<file path="src/rtl/gptdn_pkg.sv">
// ----------------------------------------------------------------------------
// gptdn_pkg
// Shared types, constants and tables for the geographic point table unit.
// ----------------------------------------------------------------------------
package gptdn_pkg;

  // Field widths
  localparam int LAT_W   = 31;
  localparam int LON_W   = 32;
  localparam int TOL_W   = 17;
  localparam int STAT_W  = 2;
  localparam int COORD_W = 32;

  localparam logic [TOL_W-1:0] TOL_RESET = 17'd1000;

  // Angle reduction: 1e-7 degree units, one turn is 360 degrees
  localparam int UNIT_W = 34;
  localparam int REM_W  = 32;
  localparam int ANG_W  = 32;
  localparam logic signed [UNIT_W-1:0] TURN_UNITS = 34'sd3600000000;
  localparam logic [ANG_W-1:0] QUARTER_TURN = 32'h4000_0000;

  // floor(2^64 / one turn): estimate of the binary angle, low by at most one
  localparam logic [32:0] TURN_RECIP = 33'(64'hFFFF_FFFF_FFFF_FFFF / 64'd3600000000);

  // Iteration counts of the shared divider and rotator
  localparam int STEP_W    = 5;
  localparam int DIV_STEPS = 3;
  localparam int ROT_STEPS = 24;

  // Divider steps: reciprocal multiply, remainder check, then correct
  localparam int DIV_MUL = 0;
  localparam int DIV_CHK = 1;

  // Q30 fixed point
  localparam int Q_SHIFT = 30;
  localparam int TRIG_W  = 32;
  localparam int PROD_W  = 64;
  localparam int HAV_W   = 33;
  localparam logic signed [UNIT_W-1:0] ROT_GAIN = 34'sd652032874;
  localparam logic signed [UNIT_W-1:0] Q30_ONE  = 34'sd1073741824;

  typedef enum logic [0:0] {
    CMD_FIND_ADD = 1'b0,
    CMD_NEAREST  = 1'b1
  } cmd_t;

  typedef enum logic [1:0] {
    ST_MATCH = 2'd0,
    ST_ADDED = 2'd1,
    ST_FULL  = 2'd2,
    ST_EMPTY = 2'd3
  } status_t;

  // Which angle the shared trig unit works on
  typedef enum logic [1:0] {
    PH_QCOS = 2'd0,
    PH_DLAT = 2'd1,
    PH_DLON = 2'd2,
    PH_PCOS = 2'd3
  } phase_t;

  typedef enum logic [1:0] {
    MS_SQ = 2'd0,
    MS_CC = 2'd1,
    MS_AC = 2'd2
  } mul_sel_t;

  typedef enum logic [3:0] {
    S_IDLE,
    S_START,
    S_RD,
    S_FA_CHK,
    S_ADD,
    S_ANG,
    S_WRAP,
    S_DIV,
    S_ROT0,
    S_ROT,
    S_TRIG,
    S_POST,
    S_MULW,
    S_MUL2,
    S_ACC,
    S_DONE
  } state_t;

  typedef struct packed {
    logic     capture;
    logic     idx_clr;
    logic     idx_inc;
    logic     add;
    logic     res_load;
    status_t  res_status;
    logic     ang_load;
    phase_t   phase;
    logic     wrap;
    logic     div_step;
    logic     rot_load;
    logic     rot_step;
    logic [STEP_W-1:0] step;
    logic     trig_store;
    logic     c1_load;
    logic     mul;
    mul_sel_t msel;
    logic     slat_load;
    logic     slon_load;
    logic     cc_load;
    logic     acc;
  } dp_cmd_t;

  typedef struct packed {
    logic cmd_near;
    logic empty;
    logic full;
    logic last;
    logic match;
    logic wrap_done;
  } dp_sts_t;

  // Rotation angles atan(2^-k), one turn = 2^32
  function automatic logic [29:0] atan_step(input logic [STEP_W-1:0] k);
    logic [29:0] v;
    case (k)
      5'd0:    v = 30'h20000000;
      5'd1:    v = 30'h12E4051E;
      5'd2:    v = 30'h09FB385B;
      5'd3:    v = 30'h051111D4;
      5'd4:    v = 30'h028B0D43;
      5'd5:    v = 30'h0145D7E1;
      5'd6:    v = 30'h00A2F61E;
      5'd7:    v = 30'h00517C55;
      5'd8:    v = 30'h0028BE53;
      5'd9:    v = 30'h00145F2F;
      5'd10:   v = 30'h000A2F98;
      5'd11:   v = 30'h000517CC;
      5'd12:   v = 30'h00028BE6;
      5'd13:   v = 30'h000145F3;
      5'd14:   v = 30'h0000A2FA;
      5'd15:   v = 30'h0000517D;
      5'd16:   v = 30'h000028BE;
      5'd17:   v = 30'h0000145F;
      5'd18:   v = 30'h00000A30;
      5'd19:   v = 30'h00000518;
      5'd20:   v = 30'h0000028C;
      5'd21:   v = 30'h00000146;
      5'd22:   v = 30'h000000A3;
      5'd23:   v = 30'h00000051;
      default: v = 30'h0;
    endcase
    return v;
  endfunction

endpackage

</file>
<file path="src/rtl/gptdn_ctrl.sv">
// ----------------------------------------------------------------------------
// gptdn_ctrl
// Controller: sequences the table scan, the trig unit and the result hand-off.
// ----------------------------------------------------------------------------
module gptdn_ctrl (
  input  logic               clk,
  input  logic               rst_n,
  input  logic               in_valid,
  output logic               in_ready,
  input  logic               out_free,
  output logic               out_load,
  output gptdn_pkg::dp_cmd_t cmd,
  input  gptdn_pkg::dp_sts_t sts
);

  localparam logic [gptdn_pkg::STEP_W-1:0] DIV_LAST =
    gptdn_pkg::STEP_W'(gptdn_pkg::DIV_STEPS - 1);
  localparam logic [gptdn_pkg::STEP_W-1:0] ROT_LAST =
    gptdn_pkg::STEP_W'(gptdn_pkg::ROT_STEPS - 1);

  gptdn_pkg::state_t state_r, state_nxt;
  gptdn_pkg::phase_t phase_r, phase_nxt;
  logic [gptdn_pkg::STEP_W-1:0] cnt_r, cnt_nxt;

  always_ff @(posedge clk) begin
    if (!rst_n) begin
      state_r <= gptdn_pkg::S_IDLE;
      phase_r <= gptdn_pkg::PH_QCOS;
      cnt_r   <= '0;
    end else begin
      state_r <= state_nxt;
      phase_r <= phase_nxt;
      cnt_r   <= cnt_nxt;
    end
  end

  // Next state
  always_comb begin
    state_nxt = state_r;
    phase_nxt = phase_r;
    cnt_nxt   = cnt_r;
    case (state_r)
      gptdn_pkg::S_IDLE: begin
        if (in_valid) state_nxt = gptdn_pkg::S_START;
      end
      gptdn_pkg::S_START: begin
        if (!sts.cmd_near) begin
          state_nxt = sts.empty ? gptdn_pkg::S_ADD : gptdn_pkg::S_RD;
        end else if (sts.empty) begin
          state_nxt = gptdn_pkg::S_DONE;
        end else begin
          phase_nxt = gptdn_pkg::PH_QCOS;
          state_nxt = gptdn_pkg::S_ANG;
        end
      end
      gptdn_pkg::S_RD: begin
        state_nxt = sts.cmd_near ? gptdn_pkg::S_ANG : gptdn_pkg::S_FA_CHK;
      end
      gptdn_pkg::S_FA_CHK: begin
        if (sts.match) state_nxt = gptdn_pkg::S_DONE;
        else if (sts.last) state_nxt = gptdn_pkg::S_ADD;
        else state_nxt = gptdn_pkg::S_RD;
      end
      gptdn_pkg::S_ADD: state_nxt = gptdn_pkg::S_DONE;
      gptdn_pkg::S_ANG: state_nxt = gptdn_pkg::S_WRAP;
      gptdn_pkg::S_WRAP: begin
        if (sts.wrap_done) begin
          cnt_nxt   = '0;
          state_nxt = gptdn_pkg::S_DIV;
        end
      end
      gptdn_pkg::S_DIV: begin
        cnt_nxt = cnt_r + gptdn_pkg::STEP_W'(1);
        if (cnt_r == DIV_LAST) state_nxt = gptdn_pkg::S_ROT0;
      end
      gptdn_pkg::S_ROT0: begin
        cnt_nxt   = '0;
        state_nxt = gptdn_pkg::S_ROT;
      end
      gptdn_pkg::S_ROT: begin
        cnt_nxt = cnt_r + gptdn_pkg::STEP_W'(1);
        if (cnt_r == ROT_LAST) state_nxt = gptdn_pkg::S_TRIG;
      end
      gptdn_pkg::S_TRIG: state_nxt = gptdn_pkg::S_POST;
      gptdn_pkg::S_POST: begin
        if (phase_r == gptdn_pkg::PH_QCOS) begin
          phase_nxt = gptdn_pkg::PH_DLAT;
          state_nxt = gptdn_pkg::S_RD;
        end else begin
          state_nxt = gptdn_pkg::S_MULW;
        end
      end
      gptdn_pkg::S_MULW: begin
        case (phase_r)
          gptdn_pkg::PH_DLAT: begin
            phase_nxt = gptdn_pkg::PH_DLON;
            state_nxt = gptdn_pkg::S_ANG;
          end
          gptdn_pkg::PH_DLON: begin
            phase_nxt = gptdn_pkg::PH_PCOS;
            state_nxt = gptdn_pkg::S_ANG;
          end
          default: state_nxt = gptdn_pkg::S_MUL2;
        endcase
      end
      gptdn_pkg::S_MUL2: state_nxt = gptdn_pkg::S_ACC;
      gptdn_pkg::S_ACC: begin
        if (sts.last) begin
          state_nxt = gptdn_pkg::S_DONE;
        end else begin
          phase_nxt = gptdn_pkg::PH_DLAT;
          state_nxt = gptdn_pkg::S_RD;
        end
      end
      gptdn_pkg::S_DONE: begin
        if (out_free) state_nxt = gptdn_pkg::S_IDLE;
      end
      default: state_nxt = gptdn_pkg::S_IDLE;
    endcase
  end

  // Outputs
  always_comb begin
    cmd        = '0;
    cmd.phase  = phase_r;
    cmd.step   = cnt_r;
    cmd.msel   = (phase_r == gptdn_pkg::PH_PCOS) ? gptdn_pkg::MS_CC : gptdn_pkg::MS_SQ;
    in_ready   = 1'b0;
    out_load   = 1'b0;
    case (state_r)
      gptdn_pkg::S_IDLE: begin
        in_ready    = 1'b1;
        cmd.capture = in_valid;
        cmd.idx_clr = in_valid;
      end
      gptdn_pkg::S_START: begin
        if (sts.cmd_near && sts.empty) begin
          cmd.res_load   = 1'b1;
          cmd.res_status = gptdn_pkg::ST_EMPTY;
        end
      end
      gptdn_pkg::S_FA_CHK: begin
        if (sts.match) begin
          cmd.res_load   = 1'b1;
          cmd.res_status = gptdn_pkg::ST_MATCH;
        end else if (!sts.last) begin
          cmd.idx_inc = 1'b1;
        end
      end
      gptdn_pkg::S_ADD: begin
        cmd.add        = 1'b1;
        cmd.res_load   = 1'b1;
        cmd.res_status = sts.full ? gptdn_pkg::ST_FULL : gptdn_pkg::ST_ADDED;
      end
      gptdn_pkg::S_ANG:  cmd.ang_load   = 1'b1;
      gptdn_pkg::S_WRAP: cmd.wrap       = 1'b1;
      gptdn_pkg::S_DIV:  cmd.div_step   = 1'b1;
      gptdn_pkg::S_ROT0: cmd.rot_load   = 1'b1;
      gptdn_pkg::S_ROT:  cmd.rot_step   = 1'b1;
      gptdn_pkg::S_TRIG: cmd.trig_store = 1'b1;
      gptdn_pkg::S_POST: begin
        if (phase_r == gptdn_pkg::PH_QCOS) cmd.c1_load = 1'b1;
        else cmd.mul = 1'b1;
      end
      gptdn_pkg::S_MULW: begin
        cmd.slat_load = (phase_r == gptdn_pkg::PH_DLAT);
        cmd.slon_load = (phase_r == gptdn_pkg::PH_DLON);
        cmd.cc_load   = (phase_r == gptdn_pkg::PH_PCOS);
      end
      gptdn_pkg::S_MUL2: begin
        cmd.mul  = 1'b1;
        cmd.msel = gptdn_pkg::MS_AC;
      end
      gptdn_pkg::S_ACC: cmd.acc = 1'b1;
      gptdn_pkg::S_DONE: begin
        out_load = out_free;
      end
      default: ;
    endcase
    // Nearest result is ready once the last point is folded in
    if (state_r == gptdn_pkg::S_ACC && sts.last) begin
      cmd.res_load   = 1'b1;
      cmd.res_status = gptdn_pkg::ST_MATCH;
    end else if (state_r == gptdn_pkg::S_ACC) begin
      cmd.idx_inc = 1'b1;
    end
  end

endmodule

</file>
<file path="config.mk">
export PLATFORM = sky130hd
export DESIGN_NAME = gptdn_ctrl
export DESIGN_NICKNAME = d
export VERILOG_FILES = /design/src/rtl/gptdn_pkg.sv /design/src/rtl/gptdn_ctrl.sv
export SDC_FILE = /design/constraint.sdc
export NUM_CORES = 1
export LEC_CHECK = 0
export BUFFER_PORTS_ARGS = -buffer_cell sky130_fd_sc_hd__buf_4
export CAP_MARGIN = 0
export CORE_MARGIN = 2
export CORE_UTILIZATION = 25
export CTS_CLUSTER_SIZE = 10
export DETAILED_ROUTE_END_ITERATION = 10
export PLACE_DENSITY = 0.57
export RECOVER_POWER = 50
export SLEW_MARGIN = 10
export SYNTH_ARGS = -nofsm -noshare
export SYNTH_HDL_FRONTEND = slang
export SYNTH_SLANG_ARGS = --single-unit
</file>
<file path="constraint.sdc">
create_clock -name clk -period 2.15 [get_ports clk]
set_input_delay 0.3225 -clock clk [delete_from_list [all_inputs] [get_ports clk]]
set_output_delay 0.3225 -clock clk [all_outputs]
set_load 0.02 [all_outputs]
</file>
==> flow_metrics.py, run 1 <==
metrics = {
    "grt": {
        "grtUsageTotal": 0.136,
        "antenna_found_initial": 0,
        "grt_max_degree": 15,
        "grt-ovfl-total": 0,
        "grt_pass1_wl_um": 5660,
        "grt_pass1_vias": 1151,
    },
    "floorplanning": {
        "dieArea_sq_mm": 0.00523,
        "top_level_ports": 40,
        "fp.dieH_um": 72.3,
        "num_rows": 24,
        "coreArea_sq_mm": 0.00441,
        "start_util": 0.264,
        "die_x_um": 72.3,
    },
    "clocking": {
        "root_buffer": "clkbuf_8",
        "cts_tree": "done",
        "postCtsSetupBuffers": 0,
        "clock_path_buffers": 2,
        "htree_levels": 1,
        "clkTransAtPathRegs_ps": 50,
        "clock_latency_ps": 230,
        "cts_buffers": 3,
        "cts_sinks": 11,
    },
    "placement": {
        "post-place-ws_ps": 171,
        "io_buffers": 39,
        "dp.final_hpwl_um": 2720,
        "gp_congestion": 0.844,
    },
    "synth": {
        "async_flop_share": 0,
        "synth_seq_cells": 11,
        "synth.net_count": 178,
        "synth_enable_flop_cells": 0,
        "synth_area_leaders": "dfxtp_1 (19%), ha_1 (8.6%), a21oi_1 (5.6%)",
        "synth_top_area_cell": "dfxtp_1",
        "yosysMostFrequentCell": "a21oi_1",
        "ys.flop_type": "dfxtp_1",
        "synth_commonest_cells": "a21oi_1 (13), nor2_1 (12), dfxtp_1 (11)",
        "netlist.area_leader.share": 0.189,
        "synthDistinctLibCells": 46,
        "syn_area_sq_mm": 0.00117,
        "yosysWarnings": 0,
        "syn_avg_cell_area_sq_um": 7.30,
        "synth-seq-area-share": 0.189,
        "netlist_instances": 160,
    },
    "routing": {
        "finalWirelength_um": 3340,
        "detail_route.drc_violations": 0,
        "first_pass_iters": 6,
        "drt.antenna.violating_nets": 0,
        "vias": 1318,
        "drt_iter0_drc": 94,
        "via_per_inst": 5.09,
        "wire_per_inst_um": 12.9,
    },
    "setup_path": {
        "arrival_ps": 1710,
        "ff2ff_path_depth": 6,
        "required_ps": 1830,
        "startpoint": "phase_r[0]",
        "crit_fanout": 5,
        "r2r-end": "state_r[0]",
        "slowest_delay_ps": 460,
        "r2r_slack_ps": 140,
        "startpoint_type": "register",
        "endpoint_kind": "primary output",
        "worstSetupPathType": "register to primary output",
        "crit_end": "cmd[6]",
        "critical_path.slowest_cell": "or3b_2",
        "path_cells": "inv_1, ha_2, or3b_2, a21oi_1, buf_4",
        "reg2reg_from": "cnt_r[0]",
    },
    "sta": {
        "layout_setup_ws_ps": 120,
        "clock_skew_ps": 0.976,
        "final-hold-violation-count": 0,
        "report.final.slew_viol_count": 0,
        "hold_slack_ps": 374,
        "fmax_mhz": 493,
        "tns_ps": 0,
        "rsz0062_at_grt": "false",
        "slew_headroom": 0.656,
        "setup_viol": 0,
        "min_period_ps": 2030,
        "tightest_slew_ps": 503,
        "fin_crit_sh": 0.944,
    },
    "worst_hold_path": {
        "min_path_type": "primary input to register",
    },
    "cells_and_area": {
        "nets": 226,
        "drive_gt1_frac": 0.285,
        "n_antenna_cell": 0,
        "final_core_util": 0.368,
        "syn2layout_area_growth_pct": 39.2,
    },
    "outcome": {
        "outcome": "finished clean",
    },
    "pwr": {
        "finalPower_uw": 1240,
        "worst_ir_drop_vdd_uv": 409,
        "p_leak_uw": 0.000654,
        "p_per_area_mw_per_mm2": 761,
    },
    "run": {
        "cap_violations": 0,
    },
}
## registers in the layout, summed over array words and instances (netlist names)
register / cells
cnt_r: 5
phase_r: 2
state_r: 4
## metrics by stage
step	instance area, sq um	std cells
finish	1630	259
global route	1630	259
CTS	1650	259
detailed placement	1610	255
global placement	1610	255
floorplan	1170	160
## cell usage in the layout, fill, tap and decap left out, drive strengths merged, types with 4 or more instances in the layout
master / count
clkbuf: 17
or3b: 4
nand2b: 5
inv: 10
nor2: 12
nand3b: 4
nand2: 9
and2: 4
nor2b: 8
or3: 5
ha: 8
nor3: 6
o31ai: 4
o21ai: 8
a21oi: 13
dfxtp: 11
buf: 42
## power breakdown
part	internal (uW)	switching (uW)
combinational	347	386
sequential	233	66.5
clock	130	74.3
## worst max-delay path: cells and delay by family (launching register included)
kind                     cells  cell delay, ps
adder cells (fa/ha/maj)      1             220
buffers and inverters        2             250
AND/OR/NAND/NOR              1             460
AO/OA/AOI/OAI                1             170
flip-flops                   1             370
## worst min-delay path by stage
stage / startpoint / endpoint / slack (ps) / cells past startpoint
finish: rst_n / state_r[0] / 370 / 2
global route: rst_n / state_r[0] / 370 / 2
CTS: rst_n / state_r[0] / 370 / 2
detailed placement: cnt_r[0] / cnt_r[0] / 510 / 1
global placement: cnt_r[0] / cnt_r[0] / 500 / 1
floorplan: cnt_r[0] / cnt_r[0] / 560 / 1
## logic make-up (layout without fill, tap and decap cells)
family / after synthesis / after routing / share of synthesized area
mux: 2 / 2 / 0.0182
compound gates: 43 / 43 / 0.254
buf+inv: 22 / 69 / 0.0793
flops: 11 / 11 / 0.189
simple gates: 73 / 73 / 0.367
xor+xnor: 1 / 1 / 0.00750
fa+ha+maj: 8 / 8 / 0.0857
## routing by layer
layer,GRT usage,wire length (um),up-vias
met5,0,0,-
met4,0.0126,0,0
met3,0.0319,193,0
met2,0.210,1510,34
met1,0.199,1630,605
li1,-,-,679
## repair_timing
| item | 4_1_cts | 5_1_grt |
|---|---|---|
| hold buffers | 0 | 0 |
| endpoints found under the setup margin | 0 | 10 |
| resized for setup | 0 | 6 |
## area by class of cell
type,count,area (sq um)
timing repair buffer,55,377
sequential,11,224
clock buffer,4,45.0
multi-input combinational,127,877
inverter,10,37.5
fill,483,2790
tap,52,65.1
Note: power is estimated with default switching activity, not from simulation.
==> run 2, diff against run 1 <==
Settings changed: SETUP_SLACK_MARGIN from default to 0.15.
==> flow_metrics.py, run 2 (synthesis results as in run 1) <==
metrics = {
    "outcome": {
        "outcome": "finished clean",
    },
    "placement": {
        "io_buffers": 39,
        "dp.final_hpwl_um": 2740,
        "gp_congestion": 0.831,
        "post-place-ws_ps": 163,
    },
    "setup_path": {
        "worstSetupPathType": "register to register",
        "startpoint_type": "register",
        "crit_fanout": 5,
        "arrival_ps": 2130,
        "ff2ff_path_depth": 6,
        "endpoint_kind": "register",
        "required_ps": 2320,
    },
    "grt": {
        "grt_pass1_vias": 1147,
        "grt_pass1_wl_um": 5650,
        "antenna_found_initial": 0,
        "grt_max_degree": 17,
        "grt-ovfl-total": 0,
        "grtUsageTotal": 0.133,
    },
    "cells_and_area": {
        "largest_register_ffs": 5,
        "drive_gt1_frac": 0.317,
        "top_register": "cnt_r",
        "reg_top3": "cnt_r x5, state_r x4, phase_r x2",
        "n_antenna_cell": 0,
        "syn2layout_area_growth_pct": 41.4,
        "regArea_sq_um": 226,
        "layout_commonest_cell": "buf_4",
        "multi_input_area_sq_um": 896,
        "nFillCells": 466,
        "nets": 224,
        "layout_common_cells": "buf_4 (44), nor2_1 (12), a21oi_1 (12)",
    },
    "pwr": {
        "p_seq_frac": 0.244,
        "worst_ir_drop_vdd_uv": 490,
        "p_sw_frac": 0.427,
        "intPower_uw": 719,
        "p_leak_uw": 0.000668,
        "p_per_area_mw_per_mm2": 761,
        "comb_power_share": 0.592,
        "switching_power_uw": 536,
        "power_frac_clock": 0.164,
    },
    "clocking": {
        "clock_latency_ps": 230,
        "clock_path_buffers": 2,
        "clkTransAtPathRegs_ps": 50,
        "root_buffer": "clkbuf_8",
        "cts_sinks": 11,
        "postCtsHoldBufs": 0,
        "htree_levels": 1,
        "cts_buffers": 3,
        "cts_tree": "done",
    },
    "routing": {
        "vias": 1292,
        "detail_route.drc_violations": 0,
        "finalWirelength_um": 3460,
        "drt.antenna.violating_nets": 0,
        "drt_iter0_drc": 73,
        "first_pass_iters": 4,
        "wire_per_inst_um": 13.5,
        "via_per_inst": 5.03,
    },
    "sta": {
        "final-hold-violation-count": 0,
        "fmax_mhz": 511,
        "fin_crit_sh": 0.910,
        "clock_skew_ps": 0.378,
        "slew_headroom": 0.697,
        "layout_setup_ws_ps": 193,
        "tns_ps": 0,
        "setup_viol": 0,
        "min_period_ps": 1960,
        "tightest_slew_ps": 450,
        "hold_slack_ps": 379,
        "rsz0062_at_grt": "false",
        "report.final.slew_viol_count": 0,
    },
    "floorplanning": {
        "dieArea_sq_mm": 0.00523,
        "num_rows": 24,
        "die_x_um": 72.3,
        "start_util": 0.264,
        "fp.dieH_um": 72.3,
        "top_level_ports": 40,
        "coreArea_sq_mm": 0.00441,
    },
    "worst_hold_path": {
        "min_path_type": "primary input to register",
        "worstHoldPathCells": 2,
    },
    "run": {
        "cap_violations": 0,
    },
}
run 2: cell types whose count changed in the layout (fill, tap and decap cells not counted), sizes merged:
cell    delta
clkbuf     -5
buf        +3
run 2: cell type report:
| class | instances | area share |
|---|---|---|
| Clock buffer | 4 | 0.0273 |
| Sequential cell | 11 | 0.137 |
| Inverter | 10 | 0.0227 |
| Multi-Input combinational cell | 127 | 0.543 |
| Tap cell | 52 | 0.0394 |
| Timing Repair Buffer | 53 | 0.230 |
run 2: critical path, cell delays in order, from the launching register on:
cell and delay (ps):
dfxtp_1 400, ha_1 170, or4b_1 420, a22o_1 230
buf_4 140, nor4_2 350, a32o_1 180
run 2: power groups by stage:
stage               clock, uW  combinational (uW)  sequential [uW]
finish                    206                 743              307
global route              228                 807              318
CTS                       213                 741              306
detailed placement          0                 733              306
global placement            0                 733              306
floorplan                   0                 507              262
run 2: what timing repair did:
item	CTS	global route
buffers inserted	0	1
resized for setup	10	3
pin swaps	0	1
setup endpoints to repair	8	6
run 2: metrics by stage:
| step | cells | power [uW] | instance area (sq um) | util |
|---|---|---|---|---|
| 3_3_place_gp | 252 | 1040 | 1600 | 0.363 |
| 4_1_cts | 256 | 1260 | 1670 | 0.378 |
| 5_1_grt | 257 | 1350 | 1650 | 0.374 |
| 6_report | 257 | 1260 | 1650 | 0.374 |
| 3_5_place_dp | 252 | 1040 | 1600 | 0.363 |
| 2_1_floorplan | 160 | 769 | 1190 | - |
run 2: path summary, 6_finish.rpt:
path | start | endpoint | slack, ps
max | cnt_r[1] | state_r[1] | 190
min | rst_n | state_r[0] | 380
max reg2reg | cnt_r[1] | state_r[1] | 190
min reg2reg | cnt_r[4] | cnt_r[4] | 510
run 2: routing by layer:
layer,GRT usage,part of all wire,wire length (um)
met4,0.0126,0,0
met3,0.0306,0.068,234
met5,0,0,0
met2,0.202,0.45,1570
met1,0.196,0.48,1660
==> run 3, diff against run 2 <==
Settings changed: CORE_MARGIN 2 to default, CTS_CLUSTER_DIAMETER from default to 60.
==> flow_metrics.py, run 3 (synthesis results as in run 1) <==
metrics = {
    "setup_path": {
        "required_ps": 1830,
        "crit_fanout": 5,
        "startpoint_type": "register",
        "slowest_delay_ps": 470,
        "critical_path.slowest_cell": "or3b_2",
        "arrival_ps": 1640,
        "r2r_slack_ps": 190,
        "endpoint_kind": "primary output",
        "path_cells": "inv_1, ha_2, or3b_2, a21oi_2, buf_4",
        "worstSetupPathType": "register to primary output",
    },
    "cells_and_area": {
        "largest_register_ffs": 5,
        "n_antenna_cell": 0,
        "layout_common_cells": "buf_4 (46), nor2_1 (12), a21oi_1 (12)",
        "multi_input_area_sq_um": 902,
        "nFillCells": 473,
        "design_area_sq_mm": 0.00166,
        "layout_commonest_cell": "buf_4",
        "nets": 226,
        "reg_top3": "cnt_r x5, state_r x4, phase_r x2",
        "regArea_sq_um": 224,
        "drive_gt1_frac": 0.324,
        "top_register": "cnt_r",
        "syn2layout_area_growth_pct": 42.2,
    },
    "routing": {
        "drt.antenna.violating_nets": 0,
        "vias": 1314,
        "detail_route.drc_violations": 0,
        "via_per_inst": 5.07,
        "drt_iter0_drc": 54,
        "first_pass_iters": 4,
        "finalWirelength_um": 3510,
        "wire_per_inst_um": 13.5,
    },
    "sta": {
        "report.final.slew_viol_count": 0,
        "setup_viol": 0,
        "min_period_ps": 1970,
        "tightest_slew_ps": 455,
        "final-hold-violation-count": 0,
        "clock_skew_ps": 2.97,
        "rsz0062_at_grt": "true",
        "fin_crit_sh": 0.915,
        "tns_ps": 0,
        "slew_headroom": 0.689,
        "fmax_mhz": 509,
    },
    "clocking": {
        "clock_latency_ps": 240,
        "cts_tree": "done",
        "cts_buffers": 3,
        "htree_levels": 1,
        "postCtsSetupBuffers": 0,
        "postCtsHoldBufs": 0,
        "clock_path_buffers": 2,
        "root_buffer": "clkbuf_8",
        "cts_sinks": 11,
        "clkTransAtPathRegs_ps": 50,
    },
    "floorplanning": {
        "coreArea_sq_mm": 0.00441,
        "die_x_um": 70.3,
        "start_util": 0.264,
        "num_rows": 24,
        "dieArea_sq_mm": 0.00495,
        "fp.dieH_um": 70.3,
        "top_level_ports": 40,
    },
    "worst_hold_path": {
        "min_path_type": "primary input to register",
    },
    "grt": {
        "grt-ovfl-total": 0,
        "use_met1": 0.195,
        "grt_pass1_vias": 1191,
        "grt_pass1_wl_um": 5700,
        "grt_most_used_layer": "met2",
        "use_met2": 0.228,
        "grtUsageTotal": 0.142,
        "grt_max_degree": 17,
        "use_met3": 0.0317,
        "antenna_found_initial": 0,
    },
    "outcome": {
        "outcome": "finished clean",
    },
    "placement": {
        "place_area_sq_mm": 0.00161,
        "dp.final_hpwl_um": 2730,
        "gp_congestion": 0.868,
        "io_buffers": 39,
    },
    "pwr": {
        "worst_ir_drop_vdd_uv": 291,
        "finalPower_uw": 1280,
        "p_leak_uw": 0.000679,
        "p_per_area_mw_per_mm2": 771,
    },
    "run": {
        "cap_violations": 0,
    },
}
## run 3: cell count changes in the layout (fill, tap and decap cells not counted)
cell,change
nor4_2,-1
buf_12,-1
buf_4,+2
or3b_4,-1
dfxtp_4,-1
dfxtp_2,+1
buf_6,+1
nor4_4,+1
or3b_2,+1
## run 3: where the power goes
group	switching [uW]	internal, uW
clock	76.5	130
combinational	409	367
sequential	65.7	232
total	551	729
## run 3: worst paths after layout
check	to	cells past startpoint	start
min	state_r[0]	2	rst_n
max reg2reg	state_r[0]	5	cnt_r[1]
max	cmd[6]	5	phase_r[0]
min reg2reg	cnt_r[0]	1	cnt_r[0]
## run 3: what timing repair did
action,in CTS,in global routing
gates resized for setup,7,4
pin swaps,1,3
endpoints found under the setup margin,8,9
## run 3: through the flow
stage	utilization	hold WS [ps]	setup slack (ps)	std cells
floorplan	-	551	95.1	160
global route	0.376	369	87.0	259
global placement	0.365	502	221	255
finish	0.376	376	184	259
detailed placement	0.365	509	176	255
CTS	0.381	364	152	259
## run 3: critical path, delay by kind of cell (launching register included)
family,cells,cell delay (ps)
AOI/OAI and AO/OA,1,140
adders and majority gates,1,210
buffers and inverters,2,240
DFF,1,350
and+or+nand+nor,1,470
## run 3: layout make-up
class                           instances  share of cell area
Multi-Input combinational cell        127               0.543
Sequential cell                        11               0.135
Inverter                               10              0.0226
Tap cell                               52              0.0392
Timing Repair Buffer                   55               0.233
Clock buffer                            4              0.0271
## run 3: routing by layer
metal | vias to the layer above | share of wire
met5 | - | 0
met4 | 0 | 0.0023
met3 | 2 | 0.056
met2 | 34 | 0.47
met1 | 604 | 0.48
li1 | 674 | -
